==> src/design/kde_pkg.sv <==
// Package for the keyed decimal extractor: payload structs, register and
// status codes, and the digit collector step shared by the key prep and scan.
// No dependencies.
package kde_pkg;

    localparam int KEY_MAX_BYTES = 32;
    localparam logic [5:0] KEY_MAX = 6'd32;
    localparam logic [4:0] MAX_DIGITS = 5'd19;
    localparam logic [62:0] VALUE_MAX = 63'h7FFF_FFFF_FFFF_FFFF;
    localparam logic [7:0] CH_ZERO = 8'h30;
    localparam logic [7:0] CH_NINE = 8'h39;

    // Configuration register indexes.
    localparam logic [2:0] CFG_KEY_LEN = 3'd0;
    localparam logic [2:0] CFG_KEY_W0 = 3'd1;
    localparam logic [2:0] CFG_KEY_W1 = 3'd2;
    localparam logic [2:0] CFG_KEY_W2 = 3'd3;
    localparam logic [2:0] CFG_KEY_W3 = 3'd4;

    // Result status codes.
    localparam logic [1:0] ST_OK = 2'd0;
    localparam logic [1:0] ST_NOT_FOUND = 2'd1;
    localparam logic [1:0] ST_TOO_MANY = 2'd2;

    typedef struct packed {
        logic [7:0] text_byte;
        logic       end_of_text;
    } t_in_item;

    typedef struct packed {
        logic [1:0]         status;
        logic signed [63:0] number;
    } t_out_item;

    typedef logic [3:0][63:0] t_key_words;

    // State of the digit collector.
    typedef struct packed {
        logic [4:0]  count;
        logic        finished;
        logic        overflow;
        logic        sat;
        logic [62:0] acc;
    } t_coll;

    // What the key prep hands to the scan stage.
    typedef struct packed {
        logic [31:0][7:0] akey;
        logic [31:0]      amask;
        logic [5:0]       eff_len;
        t_coll            digest;
    } t_key_info;

    localparam t_coll COLL_CLEAR = '{count: 5'd0, finished: 1'b0, overflow: 1'b0,
                                     sat: 1'b0, acc: 63'd0};

    function automatic logic [7:0] key_byte(input t_key_words words, input logic [4:0] k);
        key_byte = words[k[4:3]][{k[2:0], 3'b000} +: 8];
    endfunction

    // One byte through the digit collector.
    function automatic t_coll feed_digit(input t_coll s, input logic [7:0] b);
        t_coll       r;
        logic [3:0]  d;
        logic [66:0] p;
        r = s;
        d = 4'(b - CH_ZERO);
        p = ({4'b0, s.acc} << 3) + ({4'b0, s.acc} << 1) + {63'b0, d};
        if (!(s.finished || s.overflow)) begin
            if (b >= CH_ZERO && b <= CH_NINE) begin
                if (s.count >= MAX_DIGITS) begin
                    r.overflow = 1'b1;
                end else begin
                    r.count = s.count + 5'd1;
                    if (s.sat || p > {4'b0, VALUE_MAX}) begin
                        r.sat = 1'b1;
                        r.acc = VALUE_MAX;
                    end else begin
                        r.acc = p[62:0];
                    end
                end
            end else if (s.count != 5'd0) begin
                r.finished = 1'b1;
            end
        end
        feed_digit = r;
    endfunction

endpackage

==> src/design/kde_out_buf.sv <==
// Result register with one skid entry, so a single stalled result does not block input.
// Depends on kde_pkg.
module kde_out_buf
    import kde_pkg::*;
(
    input  logic      i_clk,
    input  logic      i_rst_n,
    input  logic      i_push,
    input  t_out_item i_data,
    output logic      o_full,
    output logic      o_out_valid,
    input  logic      i_out_stall,
    output t_out_item o_out
);

    logic      r_out_valid;
    t_out_item r_out;
    logic      r_skid_valid;
    t_out_item r_skid;
    logic      pop;

    assign pop = r_out_valid && !i_out_stall;

    // Control; a push never arrives while the skid entry is held.
    always_ff @(posedge i_clk) begin
        if (!i_rst_n) begin
            r_out_valid <= 1'b0;
            r_skid_valid <= 1'b0;
        end else if (!r_out_valid || pop) begin
            r_out_valid <= r_skid_valid || i_push;
            r_skid_valid <= 1'b0;
        end else if (i_push) begin
            r_skid_valid <= 1'b1;
        end
    end

    // Payload.
    always_ff @(posedge i_clk) begin
        if (!r_out_valid || pop) begin
            r_out <= r_skid_valid ? r_skid : i_data;
        end else if (i_push) begin
            r_skid <= i_data;
        end
    end

    assign o_full = r_skid_valid;
    assign o_out_valid = r_out_valid;
    assign o_out = r_out;

endmodule
==> config.mk <==
export PLATFORM = sky130hd
export DESIGN_NAME = kde_out_buf
export DESIGN_NICKNAME = d
export VERILOG_FILES = /design/src/design/kde_pkg.sv /design/src/design/kde_out_buf.sv
export SDC_FILE = /design/constraint.sdc
export NUM_CORES = 1
export LEC_CHECK = 0
export ABC_AREA = 1
export BUFFER_PORTS_ARGS = -buffer_cell sky130_fd_sc_hd__buf_2
export CORE_MARGIN = 2
export CORE_UTILIZATION = 33
export DETAILED_ROUTE_END_ITERATION = 10
export SLEW_MARGIN = 20
export SYNTH_ARGS = -nofsm -noshare
export SYNTH_HDL_FRONTEND = slang
export SYNTH_SLANG_ARGS = --single-unit
==> constraint.sdc <==
create_clock -name i_clk -period 5.15 [get_ports i_clk]
set_input_delay 0.515 -clock i_clk [delete_from_list [all_inputs] [get_ports i_clk]]
set_output_delay 0.515 -clock i_clk [all_outputs]
set_load 0.01 [all_outputs]
# ---- After elaboration in Yosys (flattened, before gate mapping)
# Cells that the tools add are included.
dict set report totals {
  reg_bits 134
  latchBits 0
  ram_bits 0
  mem_bits_ro 0
  input_bits 70
  out_inout_bits 68
  wordCells 16
  mem_count 0
}
dict set report classes {
  n_addsub 0
  mul 0
  div 0
  order_cmp 0
  eq_ne 0
  n_shift 0
  mux 1
  bitwise_logic 2
  reduce_logical 7
}
# cell count
set op_table {}
lappend op_table {{$mux W66} 1}
lappend op_table {{$logic_not A1 Y1} 2}
lappend op_table {{$logic_or A1 B1 Y1} 2}
lappend op_table {{$not A1 Y1} 2}
lappend op_table {{$reduce_and A2 Y1} 1}
lappend op_table {{$reduce_or A2 Y1} 1}
lappend op_table {{$logic_and A1 B1 Y1} 1}

# ---- Longest topological paths before layout
dict set report depth {
  word_depth 5
  mapped_depth 5
  ltp_nobuf 2
}

# ---- Worst setup path before layout
# OpenSTA, ideal clock, no wires.
dict set report synth_timing {
  path_type {input-to-reg}
  start {in i_out_stall}
  end {reg r_skid[0] in the netlist's numbering, enable pin}
  setup_ns 0.490
  arrival_time_ns 4.931
  t_required_ns 4.660
  slack_ns -0.271
  stages 2
  n_path_buf 0
  cell_sequence {nand2_1 nor2_1}
}
dict set report synth_via {
  elab_chain_cells 5
}
# item line
set synth_rtl {}
lappend synth_rtl {{start, declared} kde_out_buf.sv:12} ;# input logic i_out_stall,
lappend synth_rtl {{$logic_not A1 Y1} kde_out_buf.sv:22} ;# assign pop = r_out_valid && !i_out_stall;
lappend synth_rtl {{$logic_and A1 B1 Y1} kde_out_buf.sv:22}
lappend synth_rtl {{$logic_or A1 B1 Y1} kde_out_buf.sv:39} ;# if (!r_out_valid || pop) begin
lappend synth_rtl {{$not A1 Y1 (no line)} -}
lappend synth_rtl {{$reduce_and A2 Y1 (no line)} -}
lappend synth_rtl {{end signal, assigned} kde_out_buf.sv:42} ;# r_skid <= i_data;
lappend synth_rtl {{end, declared} kde_out_buf.sv:19} ;# t_out_item r_skid;
# No other way between the ends.
# A chain may end at the register's enable or synchronous reset.

# ---- Worst setup path after layout
dict set report layout_timing {
  start {reg r_out_valid (netlist: o_out_valid)}
  end {reg r_skid[47] in the netlist's numbering, enable pin}
}
dict set report layout_via {
  elab_chain_cells 4
  word_cells_on_any_way 5
  classes_between {bitwise (1); reduce/logical (4)}
}
# item line
set layout_rtl {}
lappend layout_rtl {{start, declared} kde_out_buf.sv:16} ;# logic r_out_valid;
lappend layout_rtl {{start signal, assigned} kde_out_buf.sv:30} ;# r_out_valid <= r_skid_valid || i_push;
lappend layout_rtl {{$logic_not A1 Y1 / $logic_and A1 B1 Y1 (equally long branches)} {kde_out_buf.sv:39, kde_out_buf.sv:22}}
lappend layout_rtl {{$logic_or A1 B1 Y1 (*)} kde_out_buf.sv:39}
lappend layout_rtl {{$not A1 Y1 (no line) (*)} -}
lappend layout_rtl {{$reduce_and A2 Y1 (no line) (*)} -}
# Every way passes the cells marked *; elsewhere a longest branch is shown, timed or not.

==> impl_metrics.env <==
export IMPL_layout_common_cells="buf_2 (137), edfxtp_1 (132), inv_1 (67), nand2_1 (67), o21ai_0 (53)"
export IMPL_clkTransAtPathRegs_ns=0.06
export IMPL_detail_route_first_pass_iterations=4
export IMPL_filler_cell_count=1438
export IMPL_switchingPower_mw=0.523
export IMPL_final_layout_size_suffix_gt1_share_pct=33.7
export IMPL_fin_tns_setup_ns=0
export IMPL_syn_inst=355
export IMPL_synthesis_yosys_warnings=0
export IMPL_syn2layout_area_growth_pct=27.9
export IMPL_synth_area_mm2=0.00501
export IMPL_maximum_clock_skew_at_final_layout_ns=0.0108
export IMPL_netSwitchingFraction_pct=20.1
export IMPL_worstHoldPathType="in2reg"
export IMPL_gp_congestion=0.718
export IMPL_pin_count=138
export IMPL_io_buffer_count=137
export IMPL_number_of_flops_mapped_to_enable_cells_by_yosys=132
export IMPL_async_set_reset_flop_share_out_of_synthesis_pct=0
export IMPL_design_core_area_mm2=0.0150
export IMPL_setup_repair_after_global_routing_missed_its_margin="false"
export IMPL_synth_nets=425
export IMPL_fmax_mhz=369
export IMPL_mostFrequentLayoutCell="buf_2"
export IMPL_synthTopCellsByArea="edfxtp_1 (79%), o21ai_0 (5.3%), nand2_1 (5.1%), inv_1 (5.0%), buf_6 (1.6%)"
export IMPL_ys_types=14
export IMPL_post_route_period_util_pct=52.7
export IMPL_status="finished, final reports clean"
export IMPL_grt_met3_usage_pct=5.40
export IMPL_grt_pass1_vias=2873
export IMPL_clock_sink_count=134
export IMPL_cts_resized_gates=0
export IMPL_antenna_violating_nets_post_route=0
export IMPL_start_kind="flop"
export IMPL_buffer_count_from_post_cts_setup_fixing=0
export IMPL_clock_root_buffer="clkbuf_16"
export IMPL_worstSkewPairLatency_ns=0.40
export IMPL_drcViolationCount=0
export IMPL_crit_arrival_ns=2.76
export IMPL_comb_power_share_pct=6.0
export IMPL_drv_slew=0
export IMPL_biggest_area_consumer_among_synthesized_cells="edfxtp_1"
export IMPL_yosys_area_top_type_share_pct=79.1
export IMPL_synth_seq_area_share_pct=79.9
export IMPL_max_slew_margin_rel_pct=37.1
export IMPL_grt_util_met1_pct=13.8
export IMPL_wire_length_of_the_first_global_routing_pass_mm=14.0
export IMPL_timing_critical_path_required_ns=5.20
export IMPL_detailed_place_hpwl_mm=5.85
export IMPL_timing_hold_violations_final=0
export IMPL_internal_power_mw=2.08
export IMPL_cellPowerDensity_mw_per_mm2=406
export IMPL_tritoncts_num_buffers=17
export IMPL_antenna_cells=0
export IMPL_worst_setup_timing_slack_at_the_placement_stage_ns=2.05
export IMPL_antenna_found_initial=0
export IMPL_htree_levels=4
export IMPL_post_route_worst_setup_slack_ns=2.44
export IMPL_std_cell_rows=45
export IMPL_irDropWorstVdd_uv=206
export IMPL_postSynthAreaPerCell_um2=14.1
export IMPL_grt_busiest_layer="met2"
export IMPL_die_height_um=127
export IMPL_final_net_count=569
export IMPL_grt_start_max_net_pins=75
export IMPL_die_w_um=127
export IMPL_via_count=2959
export IMPL_cts_max_path_bufs=2
export IMPL_worst_path_max_fanout=67
export IMPL_globalRouteMet2Util_pct=18.0
export IMPL_post_layout_min_period_ns=2.71
export IMPL_cts_tree="yes"
export IMPL_synth_seq_cells=134
export IMPL_critPathCaptureType="flop"
export IMPL_clock_power_share_pct=44.5
export IMPL_timing_worst_slew_pin_value_ns=0.943
export IMPL_wl_per_cell_um=12.9
export IMPL_finalSetupViolCount=0
export IMPL_detail_route_iter0_violations=173
export IMPL_area_sequential_mm2=0.00401
export IMPL_overflow=0
export IMPL_post_drt_via_cell_ratio=4.23
export IMPL_timing_max_cap_violations=0
export IMPL_routed_wl_mm=9.04
export IMPL_holdBufCountCts=0
export IMPL_synthFlopType="edfxtp_1"
export IMPL_globalRouteTotalUtil_pct=11.4
export IMPL_p_seq_share_pct=49.5
export IMPL_floorplan_die_area_mm2=0.0162
export IMPL_initial_core_util_pct=33.3
export IMPL_multi_input_area_um2=637
export IMPL_timing_setup_critical_path_class="reg2reg"
export IMPL_power_static_leakage_nw=2.64
-- logic make-up after synthesis --
| group | Yosys count | share of synthesized area, % |
|---|---|---|
| flip-flops | 134 | 79.9 |
| buffers and inverters | 82 | 7.71 |
| AND/OR/NAND/NOR | 72 | 5.42 |
| AO/OA/AOI/OAI | 67 | 6.99 |
-- registers in the layout, indices dropped and copies added (netlist names) --
name and cells:
o_full 1, o_out_valid 1, o_out 66, r_skid 66
-- cell type report --
class	instances	share of cell area, %
multi-input combinational	139	9.94
timing repair buffer	140	11.1
sequential	134	62.5
inverter	67	3.92
clock buffer	19	6.76
tap	188	3.67
clock inverter	12	2.13
-- metal layers --
metal	part of all wire [%]	vias to the layer above
met5	0	-
met3	6.3	11
met4	1.6	0
li1	-	1494
met1	44	1365
met2	48	89
-- critical path, stage by stage, from the launching register on --
cell	delay, ns
dfxtp_1	0.39
nand2_4	0.49
nor2_4	0.91
buf_4	0.52
-- Yosys cell counts (2+ instances only) --
master,count
o21ai_1,10
nor2_1,3
inv_1,67
o21ai_0,53
nand2_1,68
edfxtp_1,132
dfxtp_1,2
buf_2,5
buf_6,7
o21ai_2,4
-- through the flow --
step / power (mW) / instance area (um^2) / util, % / cells / hold WS (ns)
6_report: 2.60 / 6410 / 42.6 / 699 / 0.298
5_1_grt: 2.71 / 6410 / 42.6 / 699 / 0.270
4_1_cts: 2.64 / 6410 / 42.6 / 699 / 0.274
3_5_place_dp: 1.47 / 5840 / 38.8 / 668 / 0.507
3_3_place_gp: 1.46 / 5840 / 38.8 / 668 / 0.488
2_1_floorplan: 1.38 / 5010 / - / 355 / 0.500
-- power by group through the flow --
stage / sequential (mW) / clock, mW / combinational (mW)
floorplan: 1.33 / 0 / 0.0466
global placement: 1.31 / 0 / 0.155
detailed placement: 1.31 / 0 / 0.159
CTS: 1.29 / 1.19 / 0.159
global route: 1.29 / 1.24 / 0.174
finish: 1.29 / 1.16 / 0.155
-- worst paths after layout --
kind	startpoint	to	slack, ns	cells past startpoint
setup / recovery	o_out_valid$_SDFFE_PN0P_	r_skid[47]$_DFFE_PP_	2.44	3
hold / removal	i_data[10]	r_skid[10]$_DFFE_PP_	0.30	1
setup reg to reg	o_out_valid$_SDFFE_PN0P_	r_skid[47]$_DFFE_PP_	2.44	3
hold reg to reg	o_out_valid$_SDFFE_PN0P_	o_full$_SDFFE_PP0P_	0.51	2
Note: power is estimated with default switching activity, not from simulation.
