[src/design/kde_pkg.sv]
// Package for the keyed decimal extractor: payload structs, register and
// status codes, and the digit collector step shared by the key prep and scan.
// No dependencies.
package kde_pkg;

    localparam int KEY_MAX_BYTES = 32;
    localparam logic [5:0] KEY_MAX = 6'd32;
    localparam logic [4:0] MAX_DIGITS = 5'd19;
    localparam logic [62:0] VALUE_MAX = 63'h7FFF_FFFF_FFFF_FFFF;
    localparam logic [7:0] CH_ZERO = 8'h30;
    localparam logic [7:0] CH_NINE = 8'h39;

    // Configuration register indexes.
    localparam logic [2:0] CFG_KEY_LEN = 3'd0;
    localparam logic [2:0] CFG_KEY_W0 = 3'd1;
    localparam logic [2:0] CFG_KEY_W1 = 3'd2;
    localparam logic [2:0] CFG_KEY_W2 = 3'd3;
    localparam logic [2:0] CFG_KEY_W3 = 3'd4;

    // Result status codes.
    localparam logic [1:0] ST_OK = 2'd0;
    localparam logic [1:0] ST_NOT_FOUND = 2'd1;
    localparam logic [1:0] ST_TOO_MANY = 2'd2;

    typedef struct packed {
        logic [7:0] text_byte;
        logic       end_of_text;
    } t_in_item;

    typedef struct packed {
        logic [1:0]         status;
        logic signed [63:0] number;
    } t_out_item;

    typedef logic [3:0][63:0] t_key_words;

    // State of the digit collector.
    typedef struct packed {
        logic [4:0]  count;
        logic        finished;
        logic        overflow;
        logic        sat;
        logic [62:0] acc;
    } t_coll;

    // What the key prep hands to the scan stage.
    typedef struct packed {
        logic [31:0][7:0] akey;
        logic [31:0]      amask;
        logic [5:0]       eff_len;
        t_coll            digest;
    } t_key_info;

    localparam t_coll COLL_CLEAR = '{count: 5'd0, finished: 1'b0, overflow: 1'b0,
                                     sat: 1'b0, acc: 63'd0};

    function automatic logic [7:0] key_byte(input t_key_words words, input logic [4:0] k);
        key_byte = words[k[4:3]][{k[2:0], 3'b000} +: 8];
    endfunction

    // One byte through the digit collector.
    function automatic t_coll feed_digit(input t_coll s, input logic [7:0] b);
        t_coll       r;
        logic [3:0]  d;
        logic [66:0] p;
        r = s;
        d = 4'(b - CH_ZERO);
        p = ({4'b0, s.acc} << 3) + ({4'b0, s.acc} << 1) + {63'b0, d};
        if (!(s.finished || s.overflow)) begin
            if (b >= CH_ZERO && b <= CH_NINE) begin
                if (s.count >= MAX_DIGITS) begin
                    r.overflow = 1'b1;
                end else begin
                    r.count = s.count + 5'd1;
                    if (s.sat || p > {4'b0, VALUE_MAX}) begin
                        r.sat = 1'b1;
                        r.acc = VALUE_MAX;
                    end else begin
                        r.acc = p[62:0];
                    end
                end
            end else if (s.count != 5'd0) begin
                r.finished = 1'b1;
            end
        end
        feed_digit = r;
    endfunction

endpackage

[src/design/kde_scan.sv]
// Per-byte scan: byte window, key match, digit collection and result forming.
// Depends on kde_pkg.
module kde_scan
    import kde_pkg::*;
(
    input  logic      i_clk,
    input  logic      i_rst_n,
    input  logic      i_accept,
    input  t_in_item  i_item,
    input  t_key_info i_key,
    output logic      o_res_valid,
    output t_out_item o_res
);

    logic [31:0][7:0] r_win;
    logic [31:0][7:0] win_n;
    logic [5:0]       r_seen;
    logic [5:0]       seen_n;
    logic             r_matched;
    logic             matched_n;
    t_coll            r_coll;
    t_coll            coll_n;
    logic             hit;

    // Window after shifting in the new byte; entry 0 is the newest.
    assign win_n = {r_win[30:0], i_item.text_byte};
    assign seen_n = (r_seen < KEY_MAX) ? r_seen + 6'd1 : r_seen;

    always_comb begin
        hit = (seen_n >= i_key.eff_len);
        for (int j = 0; j < KEY_MAX_BYTES; j++) begin
            if (i_key.amask[j] && win_n[j] != i_key.akey[j]) begin
                hit = 1'b0;
            end
        end
    end

    // Collector update. Before a match the collector is clean, so a match on
    // this byte leaves it in the precomputed key digest.
    always_comb begin
        matched_n = r_matched;
        coll_n = r_coll;
        if (r_matched || i_key.eff_len == 6'd0) begin
            matched_n = 1'b1;
            coll_n = feed_digit(r_coll, i_item.text_byte);
        end else if (hit) begin
            matched_n = 1'b1;
            coll_n = i_key.digest;
        end
    end

    // Result on the last byte of a string.
    always_comb begin
        o_res_valid = i_accept && i_item.end_of_text;
        if (!matched_n) begin
            o_res = '{status: ST_NOT_FOUND, number: '1};
        end else if (coll_n.overflow) begin
            o_res = '{status: ST_TOO_MANY, number: '1};
        end else begin
            o_res = '{status: ST_OK, number: {1'b0, coll_n.acc}};
        end
    end

    always_ff @(posedge i_clk) begin
        if (!i_rst_n) begin
            r_win <= '0;
            r_seen <= 6'd0;
            r_matched <= 1'b0;
            r_coll <= COLL_CLEAR;
        end else if (i_accept) begin
            if (i_item.end_of_text) begin
                r_win <= '0;
                r_seen <= 6'd0;
                r_matched <= 1'b0;
                r_coll <= COLL_CLEAR;
            end else begin
                r_win <= win_n;
                r_seen <= seen_n;
                r_matched <= matched_n;
                r_coll <= coll_n;
            end
        end
    end

endmodule

[config.mk]
export PLATFORM = sky130hd
export DESIGN_NAME = kde_scan
export DESIGN_NICKNAME = d
export VERILOG_FILES = /design/src/design/kde_pkg.sv /design/src/design/kde_scan.sv
export SDC_FILE = /design/constraint.sdc
export NUM_CORES = 1
export LEC_CHECK = 0
export BUFFER_PORTS_ARGS = -buffer_cell sky130_fd_sc_hd__buf_2
export CELL_PAD_IN_SITES_DETAIL_PLACEMENT = 0
export CELL_PAD_IN_SITES_GLOBAL_PLACEMENT = 1
export CORE_ASPECT_RATIO = 2
export CORE_MARGIN = 3
export CORE_UTILIZATION = 35
export CTS_CLUSTER_DIAMETER = 100
export DETAILED_ROUTE_END_ITERATION = 10
export PLACE_DENSITY_LB_ADDON = 0.12
export REMOVE_ABC_BUFFERS = 1
export SLEW_MARGIN = 25
export SYNTH_ARGS = -nofsm -noshare
export SYNTH_HDL_FRONTEND = slang
export SYNTH_SLANG_ARGS = --single-unit
[constraint.sdc]
create_clock -name i_clk -period 15.24 [get_ports i_clk]
set_clock_uncertainty 0.05 [all_clocks]
set_input_delay 3.048 -clock i_clk [delete_from_list [all_inputs] [get_ports i_clk]]
set_output_delay 3.048 -clock i_clk [all_outputs]
set_load 0.01 [all_outputs]
==> Yosys cells after proc, flatten, opt, wreduce, memory -nomap -nowiden <==
Cells that the tools add are included.
{ "totals": {"reg_bits": 326, "inputBits": 377, "word_cells": 183} }
{ "op_classes": {"addsub": 5, "order_cmp": 6, "n_eq_ne": 38, "mux": 53, "reduce_logical": 43} }
{ "op_table": {"columns": ["op", "count"], "rows": [
  ["$mux W71", 4],
  ["$ne A8 B8 Y1", 32],
  ["$mux W248", 1],
  ["$mux W66", 2],
  ["$add A66 B64 Y67", 1],
  ["$add A67 B4 Y67", 1],
  ["$gt A67 B63 Y1 const B", 1],
  ["$mux W65", 1],
  ["$mux W64", 1],
  ["$mux W63", 1],
  ["$mux W1", 39],
  ["$logic_and A1 B1 Y1", 34],
  ["$mux W6", 2],
  ["$mux W5", 2],
  ["$reduce_and A5 Y1", 2],
  ["$ne A3 B2 Y1 const B", 3],
  ["$ne A3 B3 Y1 const B", 3],
  ["$ge A8 B6 Y1 const B", 1],
  ["$le A8 B6 Y1 const B", 1],
  ["$add A6 B1 Y6 const B", 1],
  ["$ge A6 B6 Y1", 1],
  ["$logic_not A6 Y1", 1],
  ["$lt A6 B6 Y1 const B", 1],
  ["$reduce_and A6 Y1", 1],
  ["other kinds (6)", 8]
]} }

==> Longest topological paths before layout <==
Gate-level depths: netlist of the first run.
{ "depth": {"depth_word": 39, "ltp_mapped": 16} }

==> Worst setup path before layout of the first run <==
Ideal clock, no wire load.
{ "synth_timing": {"path_kind": "input to output", "start": "input port i_item[4] (netlist bit)", "end": "output port o_res[54] (netlist bit)", "arrival_ns": 6.189, "required_time_ns": 12.142, "path_slack_ns": 5.953, "stages": 15, "n_path_buf": 1, "cell_sequence": "fa_1 -> inv_1 -> fa_1 -> nand2b_1 -> a211oi_1 -> o211ai_1 -> nand4b_1 -> a21oi_1 -> o31a_1 -> nor3_1 -> a21oi_2 -> nand4_4 -> buf_2 -> a21oi_2 -> o21ai_0"} }
{ "synth_rtl": {"columns": ["item", "line_no", "text"], "rows": [
  ["from (decl)", "kde_scan.sv:9", "input t_in_item i_item,"],
  ["to (decl)", "kde_scan.sv:12", "output t_out_item o_res"]
]} }

==> results of run 1 <==
==> routing by layer <==
metal	track usage (%)	up-vias	part of all wire, %
li1	-	10752	-
met1	25.8	9810	36
met2	47.6	683	53
met3	5.22	156	6.3
met4	10.7	12	4.4
met5	0	-	0.080
==> flip-flops by register name, summed over array words and instances (netlist names) <==
register,flops
r_coll,71
r_seen,6
r_win,248
r_matched,1
==> critical path, stage by stage <==
cell	delay, ns
sky130_fd_sc_hd__buf_2	0.16
sky130_fd_sc_hd__fa_1	0.58
sky130_fd_sc_hd__inv_1	0.07
sky130_fd_sc_hd__fa_1	0.47
sky130_fd_sc_hd__nand2b_1	0.20
sky130_fd_sc_hd__a21oi_1	0.23
sky130_fd_sc_hd__a31o_1	0.23
sky130_fd_sc_hd__a31o_2	0.21
sky130_fd_sc_hd__nand4_1	0.17
sky130_fd_sc_hd__a211oi_1	0.68
sky130_fd_sc_hd__nor2_1	0.18
sky130_fd_sc_hd__o211ai_2	0.27
sky130_fd_sc_hd__nand4_4	0.39
sky130_fd_sc_hd__buf_12	0.35
sky130_fd_sc_hd__o21ai_1	0.25
sky130_fd_sc_hd__nand2_1	0.09
sky130_fd_sc_hd__buf_2	0.18
==> layout make-up <==
type	instances	area, um^2	area share (%)
repair buffers	461	2400	9.21
clock buffers	50	1060	4.08
flip-flops and latches	326	6530	25.0
well taps	792	991	3.80
inverters	273	1020	3.93
diodes	10	25.0	0.0960
clock inverters	9	63.8	0.245
multi-input cells	2184	14000	53.6
==> power by group through the flow <==
stage                     sequential, uW  combinational [uW]  clock, uW
after floorplan                      874                55.3          0
after global placement               874                 180          0
after detailed placement             874                 181          0
after CTS                            855                 182        898
after global routing                 855                 194        923
final                                855                 179        862
==> per-stage QoR <==
step	area, um^2	std cells	setup WS (ns)
finish	26100	4105	4.35
global route	26100	4097	4.09
CTS	26000	4094	3.87
detailed placement	24900	4035	3.86
global placement	24900	4035	3.91
floorplan	21500	2783	4.45
==> path summary, 6_finish.rpt <==
check	startpoint	endpoint	slack [ns]
hold / removal	r_coll[25]	r_coll[25]	0.45
hold reg to reg	r_coll[25]	r_coll[25]	0.45
setup / recovery	i_item[4]	o_res[21]	4.35
setup reg to reg	r_coll[13]	r_coll[4]	9.87
==> cells in the final DEF, fill, tap and decap left out, drive strengths merged, types with 8 or more instances in the layout <==
cell type,count
nand2,465
buf,460
dfxtp,326
xnor2,287
inv,275
and2,254
o22ai,252
o21ai,220
ha,134
a21oi,99
nand4,90
nor2,66
o22a,55
clkbuf,51
xor2,33
nand3,25
a21o,24
nor2b,24
nor3,21
diode,10
a31oi,10
nand2b,9
a211oi,9
o21bai,9
and3,9
o21a,8
==> cells by family after synthesis <==
| kind of cell | after synthesis | synth area share, % |
|---|---|---|
| AOI/OAI and AO/OA | 733 | 20.3 |
| adders and majority gates | 136 | 7.73 |
| buffers and inverters | 452 | 7.76 |
| xor gates and xnor gates | 320 | 12.6 |
| muxes | 5 | 0.242 |
| DFF | 326 | 29.4 |
| and+or+nand+nor | 990 | 21.9 |
==> flow_metrics.tcl, run 1 <==
set metrics [dict create \
    outcome "finished, final reports clean" \
    reg2reg_depth 14 \
    h-tree-depth 2 \
    layout.core_utilization_pct 41.5 \
    place.port_buffers 443 \
    worst_ep_arrival_time_ns 7.79 \
    clkSlewWorstSetupHoldPaths_ns 0.06 \
    route.detailed.drc 0 \
    synth-edff-count 0 \
    post_route_cells_drive_above_1_share_pct 16.3 \
    first_pass_iters 7 \
    critical_path_rt_ns 12.14 \
    grt_max_degree 170 \
    netSwitchingFraction_pct 25.4 \
    final_hold_viol_count 0 \
    cp-end-kind "output port" \
    synth-seq-area-share_pct 29.4 \
    global_route_wire_length_before_repair_mm 128 \
    clock-root-buffer "sky130_fd_sc_hd__clkbuf_16" \
    initial_core_util_pct 35.4 \
    tritoncts.num_buffers 35 \
    crit_path_max_fanout 45 \
    cellLeakagePower_uw 0.00992 \
    drt.antenna.violating_nets 0 \
    hold_path_stages 2 \
    clkLatencyLatePin_ns 0.54 \
    yosys_warnings 0 \
    ios 444 \
    p_int_uw 1410 \
    cap_viol_max_count 0 \
    layout_min_cycle_time_ns 10.89 \
    number_of_antenna_violations_at_the_first_check_in_global_routing 23 \
    rsz0062_at_grt "false" \
    clk_path_buf_depth 3 \
    ir_drop_v 0.0000633 \
    route.final.wire_length_mm 86.7 \
    last_weighted_congestion_value_of_the_routability_driven_placer 0.993 \
    vertical_die_dimension_um 362 \
    whs_ns 0.449 \
    placeableCoreArea_um2 62800 \
    pwr_density_cell_nw_per_um2 72.7 \
    combPwrFrac_pct 9.4 \
    drv_slew 0 \
    timing.hold.worst.class "reg2reg" \
    number_of_setup_buffers_added_after_cts 0 \
    ys_async_sr_fraction_pct 0 \
    final-setup-viol-count 0 \
    die_width_um 184 \
    tritoncts_num_sinks 326 \
    max_slew_margin_pct 32.3 \
    setup.worst_path.start_class "primary input" \
    fillCellCount 6674 \
    drt_first_iter_violations 1039 \
    num-nets-final 3794 \
    dp.final_hpwl_mm 68.4 \
    average_instance_area_after_synthesis_um2 7.49 \
    timing.setup.tns_ns 0 \
    fmax_mhz 91.8 \
    post_synth_instance_area_um2 22200 \
    cts_tree "built" \
    p_total_uw 1900 \
    synth_most_common_cell "sky130_fd_sc_hd__nand2_1" \
    final_min_period_over_clock_period_pct 71.5 \
    syn2layout_area_growth_pct 17.5 \
    worst-slew-pin-transition_ns 1.02 \
    syn_inst 2962 \
    p_clk_share_pct 45.5 \
    wire_per_inst_um 21.1 \
    post-synth-top-area-fraction_pct 29.4 \
    net-switching-power_uw 481 \
    synthTopCellsByArea "sky130_fd_sc_hd__dfxtp_1 29%, sky130_fd_sc_hd__xnor2_1 11%, sky130_fd_sc_hd__nand2_1 7.9%, sky130_fd_sc_hd__ha_1 7.6%, sky130_fd_sc_hd__and2_1 7.2%" \
    placementRows 130 \
    dominantRegCellSynth "sky130_fd_sc_hd__dfxtp_1" \
    worst-setup-path-type "in2out" \
    yosys-top-cells-count "465 x sky130_fd_sc_hd__nand2_1, 326 x sky130_fd_sc_hd__dfxtp_1, 287 x sky130_fd_sc_hd__xnor2_1" \
    netlist-cell-type-count 66 \
    globalRoute.totalOverflow 0 \
    vias_in_the_first_global_route 21516 \
    die_area_um2 66700 \
    postSynthRegisterBits 326 \
    ctsResizeCount 0 \
    cts_hold_buf 0 \
    yosysTopAreaCell "sky130_fd_sc_hd__dfxtp_1" \
    vias 21413 \
    groute.usage.overall_pct 24.9 \
    post_drt_via_cell_ratio 5.22 \
    sequentialPowerShare_pct 45.1 \
]
Power figures use the tool's default switching activity.
==> inputs of run 2 (changes only) <==
clock period = 10.7 ns   (was 15.24 ns; I/O delays follow)
==> run 2 against run 1 <==
  * Sequential share of layout area is 0.17 points lower
  * Register-to-register slack worse by 4.7 ns
  * First-iteration DRC count rose by 26%
  * Critical path type unchanged
==> flow_metrics.tcl, run 2 (synthesized netlist as in run 1, its figures left out) <==
set metrics [dict create \
    fmax_mhz 108 \
    initial_core_util_pct 35.4 \
    drt.antenna.violating_nets 0 \
    p_int_uw 2140 \
    most_common_library_cell_in_the_layout_ignoring_fill_and_taps "sky130_fd_sc_hd__nand2_1" \
    worst_ep_arrival_time_ns 7.04 \
    cp-end-kind "output port" \
    h-tree-depth 2 \
    cpPeakStageDelay_ns 0.58 \
    groute.usage.overall_pct 24.9 \
    timing.setup.tns_ns 0 \
    grt_max_degree 194 \
    postPlaceCellArea_um2 24900 \
    clock-root-buffer "sky130_fd_sc_hd__clkbuf_16" \
    place.port_buffers 443 \
    ctsResizeCount 0 \
    flip_flop_count_of_the_largest_register_after_layout 248 \
    cellLeakagePower_uw 0.00999 \
    max_slew_margin_pct 33.1 \
    critical_path_rt_ns 8.51 \
    crit_slowest_cell "sky130_fd_sc_hd__fa_1" \
    syn2layout_area_growth_pct 18.3 \
    ir_drop_v 0.0000910 \
    final_hold_viol_count 0 \
    net-switching-power_uw 706 \
    first_pass_iters 5 \
    p_clk_share_pct 48.2 \
    setup.worst_path.start_class "primary input" \
    clkSlewWorstSetupHoldPaths_ns 0.06 \
    post_route_cells_drive_above_1_share_pct 16.4 \
    global_route_wire_length_before_repair_mm 128 \
    placeableCoreArea_um2 62800 \
    vias_in_the_first_global_route 21810 \
    number_of_antenna_violations_at_the_first_check_in_global_routing 24 \
    route.final.wire_length_mm 85.9 \
    cts_hold_buf 0 \
    wire_per_inst_um 20.9 \
    clkLatencyLatePin_ns 0.57 \
    die_width_um 184 \
    sequentialPowerShare_pct 42.8 \
    die_area_um2 66700 \
    crit_path_max_fanout 36 \
    num-nets-final 3799 \
    route.detailed.drc 0 \
    drt_first_iter_violations 1314 \
    final-setup-viol-count 0 \
    final_min_period_over_clock_period_pct 86.3 \
    tritoncts_num_sinks 326 \
    layout_min_cycle_time_ns 9.23 \
    netSwitchingFraction_pct 24.8 \
    critPathTopFamily "compound AO/OA/AOI/OAI gates" \
    number_of_setup_buffers_added_after_cts 0 \
    globalRoute.totalOverflow 0 \
    dp.final_hpwl_mm 67.5 \
    outcome "finished, final reports clean" \
    timing.hold.worst.class "reg2reg" \
    layout_common_cells "463 x sky130_fd_sc_hd__nand2_1, 440 x sky130_fd_sc_hd__buf_2, 326 x sky130_fd_sc_hd__dfxtp_1, 287 x sky130_fd_sc_hd__xnor2_1, 273 x sky130_fd_sc_hd__inv_1" \
    vias 21470 \
    drv_slew 0 \
    post_drt_via_cell_ratio 5.22 \
    pwr_density_cell_nw_per_um2 108 \
    finish.instance_area_um2 26300 \
    rsz0062_at_grt "false" \
    largest_regs "r_win: 248 flops, r_coll: 71 flops, r_seen: 6 flops" \
    cap_viol_max_count 0 \
    whs_ns 0.455 \
    top_register "r_win" \
    last_weighted_congestion_value_of_the_routability_driven_placer 0.999 \
    placementRows 130 \
    clk_path_buf_depth 3 \
    ios 444 \
    worst-setup-path-type "in2out" \
    cts_tree "built" \
    vertical_die_dimension_um 362 \
    timing.critical_path.cells "buf_2 -> fa_1 -> inv_1 -> fa_1 -> nand2b_1 -> a21oi_1 -> a31o_1 -> a31o_2 -> nand4_1 -> a211oi_1 -> nor2_1 -> o211ai_2 -> nand4_4 -> buf_4 -> o21ai_1 -> nand2_1 -> buf_2" \
    worst-slew-pin-transition_ns 0.995 \
    tritoncts.num_buffers 36 \
    cp_num_buf_inv 4 \
    combPwrFrac_pct 9.0 \
]
run 2: cell types whose count changed in the layout (fill, tap and decap cells not counted), sizes merged:
| cell | previous run | this run |
|---|---|---|
| inv | 275 | 274 |
| buf | 460 | 464 |
| diode | 10 | 9 |
| clkinv | 7 | 3 |
| bufinv | 0 | 5 |
| clkbuf | 51 | 52 |
| clkinvlp | 0 | 3 |
run 2: power by group through the flow:
stage / Clock (uW) / Sequential [uW] / Combinational (uW)
2_1_floorplan: 0 / 1240 / 78.7
3_3_place_gp: 0 / 1250 / 255
3_5_place_dp: 0 / 1250 / 257
4_1_cts: 1410 / 1220 / 258
5_1_grt: 1450 / 1220 / 278
6_report: 1370 / 1220 / 255
run 2: path summary, 6_finish.rpt:
| path | from | slack [ns] | cells after the start | to |
|---|---|---|---|---|
| hold / removal | r_coll[32] | 0.45 | 2 | r_coll[32] |
| hold reg to reg | r_coll[32] | 0.45 | 2 | r_coll[32] |
| setup / recovery | i_item[4] | 1.47 | 17 | o_res[21] |
| setup reg to reg | r_coll[13] | 5.13 | 14 | r_coll[17] |
run 2: metrics by stage:
stage | total power [uW] | setup slack [ns] | std cells | util [%]
global route | 2950 | 1.26 | 4104 | 41.8
CTS | 2890 | 1.44 | 4102 | 41.7
global placement | 1500 | 1.11 | 4039 | 39.7
detailed placement | 1500 | 1.41 | 4039 | 39.7
floorplan | 1320 | 1.73 | 2783 | -
finish | 2840 | 1.47 | 4112 | 41.8
run 2: area by class of cell:
class / instances / area [um^2]
fill: 6639 / 36500
multi-input combinational: 2184 / 14000
sequential: 326 / 6530
timing repair buffer: 465 / 2440
clock buffer: 51 / 1060
inverter: 273 / 1020
tap: 792 / 991
clock inverter: 12 / 208
antenna: 9 / 22.5
run 2: tightest hold or removal path, stage by stage, from the launching register on:
cell                      delay (ns)
sky130_fd_sc_hd__dfxtp_1        0.35
sky130_fd_sc_hd__nand2_1        0.06
sky130_fd_sc_hd__o21ai_1        0.05
run 2: metal layers:
metal / routed length (um) / vias to the layer above / track usage, %
met5: 111 / - / 0
li1: - / 10760 / -
met2: 45000 / 683 / 46.9
met3: 5180 / 194 / 5.02
met1: 31100 / 9817 / 26.1
met4: 4520 / 16 / 11.5
==> inputs of run 3 (changes only) <==
CELL_PAD_IN_SITES_DETAIL_PLACEMENT = default   (was 0)
CELL_PAD_IN_SITES_GLOBAL_PLACEMENT = default   (was 1)
==> run 3 against run 2 <==
  * Combinational power hardly changed
  * Register-to-register slack better by 0.04 ns
  * Clock power is 7% lower
  * Routed wire length is 1.9% higher
  * First-iteration DRC count is 8.2% lower
  * Clock-buffer cell count is 4 higher
  * Non-clock buffer count is 4 lower
  * Worst setup slack worse by 0.059 ns
  * Die area stayed put
==> flow_metrics.tcl, run 3 (synthesized netlist as in run 1, its figures left out) <==
set metrics [dict create \
    outcome "finished, final reports clean" \
    largest_regs "r_win: 248 flops, r_coll: 71 flops, r_seen: 6 flops" \
    timing.setup.tns_ns 0 \
    cp-end-kind "output port" \
    last_weighted_congestion_value_of_the_routability_driven_placer 0.993 \
    dp.final_hpwl_mm 69.6 \
    clkLatencyLatePin_ns 0.54 \
    syn2layout_area_growth_pct 17.6 \
    number_of_antenna_violations_at_the_first_check_in_global_routing 20 \
    worst-slew-pin-transition_ns 0.973 \
    post_route_cells_drive_above_1_share_pct 16.2 \
    layout.core_utilization_pct 41.6 \
    setup_ws_ns 1.41 \
    worst-setup-path-type "in2out" \
    vias 21646 \
    place.port_buffers 443 \
    most_common_library_cell_in_the_layout_ignoring_fill_and_taps "sky130_fd_sc_hd__nand2_1" \
    layout_min_cycle_time_ns 9.29 \
    dp_worst_setup_slack_ns 1.36 \
    worst_ep_arrival_time_ns 7.10 \
    global_route_wire_length_before_repair_mm 130 \
    whs_ns 0.453 \
    grt_max_degree 154 \
    tritoncts.num_buffers 36 \
    route.detailed.drc 0 \
    tritoncts_num_sinks 326 \
    max_slew_margin_pct 34.5 \
    wire_per_inst_um 21.3 \
    placementRows 130 \
    die_area_um2 66700 \
    number_of_setup_buffers_added_after_cts 0 \
    pwr_density_cell_nw_per_um2 105 \
    ctsResizeCount 0 \
    top_register "r_win" \
    layout_common_cells "463 x sky130_fd_sc_hd__nand2_1, 440 x sky130_fd_sc_hd__buf_2, 326 x sky130_fd_sc_hd__dfxtp_1, 287 x sky130_fd_sc_hd__xnor2_1, 273 x sky130_fd_sc_hd__inv_1" \
    cellLeakagePower_uw 0.00993 \
    cts_hold_buf 0 \
    initial_core_util_pct 35.4 \
    drt_first_iter_violations 1206 \
    fmax_mhz 108 \
    drt.antenna.violating_nets 0 \
    fillCellCount 6631 \
    placeableCoreArea_um2 62800 \
    ios 444 \
    drv_slew 0 \
    timing.hold.worst.class "reg2reg" \
    die_width_um 184 \
    post_drt_via_cell_ratio 5.27 \
    globalRoute.totalOverflow 0 \
    first_pass_iters 5 \
    clock-root-buffer "sky130_fd_sc_hd__clkbuf_16" \
    critical_path_rt_ns 8.51 \
    rsz0062_at_grt "false" \
    flip_flop_count_of_the_largest_register_after_layout 248 \
    vias_in_the_first_global_route 21762 \
    h-tree-depth 2 \
    clkSlewWorstSetupHoldPaths_ns 0.06 \
    final_min_period_over_clock_period_pct 86.8 \
    num-nets-final 3795 \
    ir_drop_v 0.0000888 \
    cts_tree "built" \
    cap_viol_max_count 0 \
    setup.worst_path.start_class "primary input" \
    clk_path_buf_depth 3 \
    final-setup-viol-count 0 \
    final_hold_viol_count 0 \
    crit_path_max_fanout 39 \
    vertical_die_dimension_um 362 \
    route.final.wire_length_mm 87.6 \
    groute.usage.overall_pct 25.3 \
]
## run 3: changes by cell type in the layout (fill, tap and decap cells not counted), sizes merged
cell | previous run | this run
clkbuf | 52 | 56
diode | 9 | 10
clkinv | 3 | 5
bufinv | 5 | 1
buf | 464 | 460
clkinvlp | 3 | 1
inv | 274 | 275
## run 3: final timing paths
| check | startpoint | to | slack (ns) | depth (start not counted) |
|---|---|---|---|---|
| max | i_item[4] | o_res[18] | 1.41 | 17 |
| min | r_coll[41] | r_coll[41] | 0.45 | 2 |
| max reg2reg | r_coll[13] | r_coll[4] | 5.17 | 14 |
| min reg2reg | r_coll[41] | r_coll[41] | 0.45 | 2 |
## run 3: layout make-up
cell class,instances,area (um^2),area share (%)
multi-input cells,2184,14000,53.6
flip-flops and latches,326,6530,25.0
repair buffers,461,2390,9.15
clock buffers,55,1080,4.15
inverters,273,1020,3.93
well taps,792,991,3.80
clock inverters,9,83.8,0.321
diodes,10,25.0,0.0959
## run 3: report_power, final
part           internal, uW  switching [uW]  leakage, uW
sequential             1220            3.38      0.00263
clock                   725             541     0.000574
combinational           107             145      0.00673
## run 3: metal layers
metal	GRT usage (%)	part of all wire [%]
met1	26.4	36
met2	48.3	52
met3	4.32	6.0
met4	11.8	5.2
met5	0	0.12
## run 3: per-stage QoR
step / instances / instance area [um^2] / total power [uW]
3_5_place_dp: 4036 / 24900 / 1500
6_report: 4110 / 26100 / 2740
4_1_cts: 4100 / 26100 / 2780
2_1_floorplan: 2783 / 21500 / 1320
5_1_grt: 4101 / 26100 / 2840
3_3_place_gp: 4035 / 24900 / 1500
## run 3: critical path, cell delays in order
cell,delay [ns]
sky130_fd_sc_hd__buf_2,0.14
sky130_fd_sc_hd__fa_1,0.57
sky130_fd_sc_hd__inv_1,0.07
sky130_fd_sc_hd__fa_1,0.49
sky130_fd_sc_hd__nand2b_1,0.20
sky130_fd_sc_hd__a21oi_1,0.23
sky130_fd_sc_hd__a31o_1,0.24
sky130_fd_sc_hd__a31o_2,0.21
sky130_fd_sc_hd__nand4_1,0.23
sky130_fd_sc_hd__a211oi_1,0.68
sky130_fd_sc_hd__nor2_1,0.17
sky130_fd_sc_hd__o211ai_2,0.27
sky130_fd_sc_hd__nand4_4,0.45
sky130_fd_sc_hd__buf_4,0.46
sky130_fd_sc_hd__o21ai_1,0.25
sky130_fd_sc_hd__nand2_1,0.08
sky130_fd_sc_hd__buf_2,0.17
